### src/hdl/sliding_window_median_top_macros.svh
// Assertion macros for the sliding-window median filter.
// Included by sliding_window_median_top.sv; expects clk and rst_n in scope.
`ifndef SLIDING_WINDOW_MEDIAN_TOP_MACROS_SVH
`define SLIDING_WINDOW_MEDIAN_TOP_MACROS_SVH

`ifndef SYNTHESIS

// Consequent must hold in the same cycle as the antecedent.
`define SWM_ASSERT_NOW(label, ante, cons) \
  label: assert property (@(posedge clk) disable iff (!rst_n) (ante) |-> (cons)) \
    else $error("sliding window median check failed");

// Consequent must hold in the cycle after the antecedent.
`define SWM_ASSERT_NEXT(label, ante, cons) \
  label: assert property (@(posedge clk) disable iff (!rst_n) (ante) |=> (cons)) \
    else $error("sliding window median check failed");

`else

`define SWM_ASSERT_NOW(label, ante, cons)
`define SWM_ASSERT_NEXT(label, ante, cons)

`endif

`endif

### src/hdl/swm_pkg.sv
// Shared types and constants for the sliding-window median filter.
// No dependencies; compiled first.
package swm_pkg;

  localparam int SAMPLE_W       = 32;
  localparam int OUT_W          = 33;
  localparam int CFG_W          = 7;
  localparam int WINDOW_MAX_DEF = 64;
  // Cells per group in the first level of the median readout tree.
  localparam int PICK_GRP       = 8;

  typedef enum logic [2:0] {
    ST_IDLE,
    ST_UPDATE,
    ST_PICK1,
    ST_PICK2,
    ST_SUM
  } swm_state_t;

  // Broadcast from the controller to every sorted cell.
  typedef struct packed {
    logic                       load;
    logic                       full;
    logic signed [SAMPLE_W-1:0] rem_val;
    logic signed [SAMPLE_W-1:0] ins_val;
  } swm_upd_t;

  // Handed from one cell to the next: value after removal and its order flag.
  typedef struct packed {
    logic                       le;
    logic signed [SAMPLE_W-1:0] val;
  } swm_link_t;

endpackage

### src/hdl/swm_cell.sv
// One cell of the sorted chain: holds one sample of the window in order.
// Depends on swm_pkg; instantiated in a row by sliding_window_median_top.
module swm_cell #(
  parameter int IDX = 0,
  parameter int CW  = 7
) (
  input  logic                               clk,
  input  swm_pkg::swm_upd_t                  upd,
  input  logic [CW-1:0]                      bcount,
  input  logic signed [swm_pkg::SAMPLE_W-1:0] next_val,
  input  swm_pkg::swm_link_t                 prev_link,
  output logic signed [swm_pkg::SAMPLE_W-1:0] val,
  output swm_pkg::swm_link_t                 link
);
  import swm_pkg::*;

  logic signed [SAMPLE_W-1:0] val_r;
  logic signed [SAMPLE_W-1:0] val_nxt;
  logic signed [SAMPLE_W-1:0] kept;
  logic                       below_rem;
  logic                       kept_valid;

  // Removal: cells at or above the evicted value take their upper neighbor.
  // Insertion: a cell above the new sample takes the new sample or its lower neighbor.
  always_comb begin
    below_rem  = $signed(val_r) < $signed(upd.rem_val);
    kept       = (upd.full && !below_rem) ? next_val : val_r;
    kept_valid = bcount > CW'(IDX);
    link.val   = kept;
    link.le    = kept_valid && ($signed(kept) <= $signed(upd.ins_val));
    if (link.le) begin
      val_nxt = kept;
    end else if (prev_link.le) begin
      val_nxt = upd.ins_val;
    end else begin
      val_nxt = prev_link.val;
    end
  end

  // Cell storage; contents beyond the fill count are don't-care.
  always_ff @(posedge clk) begin
    if (upd.load) begin
      val_r <= val_nxt;
    end
  end

  assign val = val_r;

endmodule

### config.mk
export PLATFORM = sky130hd
export DESIGN_NAME = swm_cell
export DESIGN_NICKNAME = d
export VERILOG_FILES = /design/src/hdl/sliding_window_median_top_macros.svh /design/src/hdl/swm_pkg.sv /design/src/hdl/swm_cell.sv
export SDC_FILE = /design/constraint.sdc
export NUM_CORES = 1
export LEC_CHECK = 0
export BUFFER_PORTS_ARGS = -buffer_cell sky130_fd_sc_hd__buf_2
export CORE_ASPECT_RATIO = 1.1
export CORE_MARGIN = 1
export CORE_UTILIZATION = 51
export CTS_BUF_LIST = sky130_fd_sc_hd__clkbuf_16
export CTS_CLUSTER_DIAMETER = 80
export DETAILED_ROUTE_END_ITERATION = 8
export PLACE_DENSITY_LB_ADDON = 0.2
export SYNTH_ARGS = -nofsm -noshare
export SYNTH_HDL_FRONTEND = slang
export SYNTH_SLANG_ARGS = --single-unit
### constraint.sdc
create_clock -name clk -period 10.4 [get_ports clk]
set_input_delay 1.56 -clock clk [delete_from_list [all_inputs] [get_ports clk]]
set_output_delay 1.56 -clock clk [all_outputs]
set_load 0.1 [all_outputs]
=== Word level (Yosys, flattened, before mapping) ===
Cells that the tools add are included.

* Register bits: 32
* Output and inout port bits: 65
* Word-level logic and storage cells: 10
* Bits of input ports: 139

* Reductions and logical operators: 3
* Order comparisons: 3
* Mux-type cells: 3

{| class="wikitable"
|+ Operators with widths
! cell !! number
|-
| $mux 32 || 3
|-
| $le 32x32->1 || 1
|-
| $lt 32x32->1 || 1
|-
| $gt 7x1->1 const B || 1
|-
| $logic_and 1x1->1 || 2
|-
| $logic_not 1->1 || 1
|}

=== Longest topological paths before layout ===
* Depth in word-level cells: 7
* Depth in mapped cells: 21
* Depth with buffers taken out: 17

=== Worst setup path after synthesis ===
No wires, ideal clock.

* Path type: input to output
* Start: input upd[47] in the netlist's numbering
* End: output link[32] in the netlist's numbering
* Data arrival time: 6530 ps
* Setup slack: 2310 ps
* Buffers on the path: 4
* Stages: 19
* Path through: inv_1 > ha_1 > nand4_1 > nor4_1 > or4b_1 > o211a_1 > o21a_1 > buf_2 > o21ai_4 > buf_6 > mux2_1 > ha_1 > a21oi_1 > o21ai_0 > a221o_1 > o31a_1 > o22ai_1 > buf_2 > buf_2

{| class="wikitable"
|+ RTL lines
! what !! RTL line !! text
|-
| from (decl) || swm_cell.sv:8 || <nowiki>input swm_pkg::swm_upd_t upd,</nowiki>
|-
| to (decl) || swm_cell.sv:13 || <nowiki>output swm_pkg::swm_link_t link</nowiki>
|}

==> run_results.csv <==
group,metric,value,unit
placed_design,place_ws,2170,ps
cts,htreeDepth,2,
yosys,ys_warn_count,0,
status,status,"finished clean",
detailed_routing,viasPerCell,5.91,
global_route,grt_pass1_wl,21200,um
yosys,synth_seq_cells,32,
die,design.portCount,204,
sta,tns,0,ps
finish,fill_cells,713,
placed_design,placed_area,5230,um^2
detailed_routing,vias,4608,
cts,postCtsResizedCells,0,
sta,setup_violations,0,
yosys,synth.mux.area_fraction,8.89,%
yosys,synth_top_family_by_area,"compound AO/OA/AOI/OAI gates",
critical_path,cp.required,8840,ps
yosys,syn_inst,488,
sta,hold_viol_final,0,
sta,rsz0062_at_grt,"false",
cts,cts.clk_slew.worst_paths,60,ps
cts,cts_sinks,32,
die,rows,34,
detailed_routing,ant_nets,0,
detailed_routing,wire_per_inst,17.1,um
sta,fin_skew,7.74,ps
sta,slew_headroom,24.4,%
yosys,syn_avg_cell_area,8.54,um^2
cts,cts-root-buf,"clkbuf_16",
critical_path,worstPathArrival,6690,ps
cts,insertion_delay,280,ps
die,die_x,88.2,um
placed_design,hpwl,10000,um
critical_path,cp_max_fo,18,
sta,tightest_slew,1130,ps
detailed_routing,routed_wl,13300,um
yosys,synthXorXnorAreaFrac,0,%
finish,largest_register_ffs,32,
placed_design,port_buffers,203,
cts,ctsLongestPathBuffers,2,
yosys,yosys.area_share.simple,11.9,%
yosys,syn_area,4170,um^2
sta,fmax,121,MHz
cts,cts_buffers,5,
finish,area_growth,29.5,%
yosys,yosysSeqAreaShare,23.1,%
global_route,grt_remaining_overflow,0,
finish,diodes,0,
finish,nets,873,
finish,drive_gt1_share,37.1,%
critical_path,end_kind,"output pin",
detailed_routing,dr.pass1.iters,5,
placed_design,globalplace.congestion,0.872,
finish,design_area,5400,um^2
global_route,grt_pass1_vias,4527,
die,start_util,52.7,%
global_route,antenna_found_initial,0,
die,core_area,7910,um^2
cts,ctsHoldBuffers,0,
finish,regArea,961,um^2
global_route,grtUsageTotal,31.3,%
yosys,synth_compound_area_share,27.6,%
finish,multi_input_comb_area,2830,um^2
sta,slew_viol_final,0,
sta,period_needed,8250,ps
detailed_routing,drtIter0Drc,247,
yosys,synthAdderAreaFrac,18.9,%
global_route,grt_start_max_net_pins,97,
detailed_routing,drc,0,
sta,finalWorstSetupSlack,2150,ps
yosys,synthDistinctLibCells,41,
sta,timing.final.crit_share,79.3,%
critical_path,crit_type,"input port to output pin",
critical_path,cp-start-kind,"input port",
worst_hold_path,hold_class,"flop to flop",
cts,postCtsSetupBuffers,0,
sta,fin_hold_ws,735,ps
cts,cts_tree,"yes",
yosys,mappedNetlistNets,690,
die,dieArea,8540,um^2
die,dieHeight,96.8,um
job,maxCapViolations,0,
-- cells in the final DEF (no fill, tap or decap), types with 2 or more instances in the layout --
cell / count
buf_2: 203
inv_1: 67
ha_1: 63
nand2_1: 44
nor2_1: 36
o211ai_1: 33
o2111ai_1: 32
a211o_1: 32
edfxtp_1: 32
mux2_2: 30
a21oi_1: 26
nand4_1: 10
o21ai_0: 8
buf_4: 6
clkbuf_16: 5
nor2b_1: 4
a2111oi_0: 3
nor4_1: 3
a21o_1: 3
nand3_1: 3
nand2b_1: 2
nor3_1: 2
or4_1: 2
o21a_1: 2
o31a_1: 2
mux2_1: 2
and3_1: 2
-- critical path, cell delays in order --
cell and delay (ps):
buf_2 70, inv_1 40, ha_1 300, nand4_1 140
nor4_1 330, or4b_1 480, o211a_1 190, o21a_1 240
o21ai_4 520, buf_4 390, mux2_2 400, ha_1 320
nand4_1 160, nor4_1 560, a21boi_0 320, o31a_1 240
o22ai_4 90, buf_2 330
-- metal layers --
layer	GRT usage [%]	vias up	wire [um]
met5	0	-	0
met4	12.0	0	233
met3	4.01	21	1000
met2	52.2	238	6610
met1	40.3	2129	5470
li1	-	2220	-
-- stage by stage --
stage          instances  utilization (%)
3_3_place_gp         772             66.1
3_5_place_dp         772             66.1
4_1_cts              780             68.2
6_report             780             68.2
2_1_floorplan        488                -
5_1_grt              780             68.2
-- layout make-up --
| class | count | share of cell area (%) |
|---|---|---|
| well taps | 108 | 2.50 |
| clock inverters | 3 | 0.719 |
| multi-input cells | 357 | 52.4 |
| flip-flops and latches | 32 | 17.8 |
| clock buffers | 5 | 2.32 |
| repair buffers | 209 | 19.7 |
| inverters | 66 | 4.59 |
-- worst paths after layout --
check             slack [ps]  startpoint  cells after the start        to
hold reg to reg          730     val[12]                      2   val[12]
hold / removal           730     val[12]                      2   val[12]
setup reg to reg        4050     val[15]                     18   val[25]
setup / recovery        2150     upd[47]                     18  link[32]
-- kinds of logic (layout without fill, tap and decap cells) --
| kind of cell | Yosys count | count (layout) |
|---|---|---|
| AO/OA/AOI/OAI | 150 | 150 |
| AND/OR/NAND/NOR | 111 | 111 |
| buffers and inverters | 99 | 283 |
| adder cells (fa/ha/maj) | 63 | 63 |
| multiplexers | 33 | 33 |
| flip-flops | 32 | 32 |
-- synthesized netlist by cell type --
| library cell | count | area share [%] |
|---|---|---|
| a211o_1 | 32 | 6.7 |
| inv_1 | 66 | 5.9 |
| nor2b_1 | 4 | 0.60 |
| mux2i_1 | 1 | 0.24 |
| o211ai_2 | 1 | 0.30 |
| buf_1 | 1 | 0.090 |
| a21o_1 | 3 | 0.54 |
| o211a_1 | 1 | 0.24 |
| mux2_1 | 2 | 0.54 |
| nor4_1 | 3 | 0.45 |
| nand2_1 | 44 | 4.0 |
| a21boi_0 | 1 | 0.18 |
| nand3_1 | 3 | 0.36 |
| edfxtp_1 | 32 | 23 |
| or4_1 | 2 | 0.36 |
| o21ai_4 | 1 | 0.39 |
| or4b_1 | 1 | 0.24 |
| and3_1 | 2 | 0.30 |
| nand4_1 | 10 | 1.5 |
| nor2_1 | 36 | 3.2 |
| nor3_1 | 2 | 0.24 |
| a32oi_1 | 1 | 0.21 |
| o2111ai_1 | 32 | 6.7 |
| mux2_2 | 30 | 8.1 |
| o21a_1 | 2 | 0.36 |
| a21oi_1 | 26 | 3.1 |
| buf_2 | 6 | 0.72 |
| nand2b_1 | 2 | 0.30 |
| o22ai_1 | 1 | 0.15 |
| o21ai_0 | 8 | 0.96 |
| and4_1 | 1 | 0.21 |
| a2111oi_0 | 3 | 0.63 |
| a221o_1 | 1 | 0.24 |
| buf_6 | 3 | 0.81 |
| o41ai_1 | 1 | 0.21 |
| a41oi_1 | 1 | 0.21 |
| clkbuf_1 | 23 | 2.1 |
| o211ai_1 | 33 | 5.9 |
| or3_1 | 1 | 0.15 |
| ha_1 | 63 | 19 |
| o31a_1 | 2 | 0.42 |
Power is not shown: default switching activity piles up to over one toggle a cycle in this logic, so the estimate is an artifact.
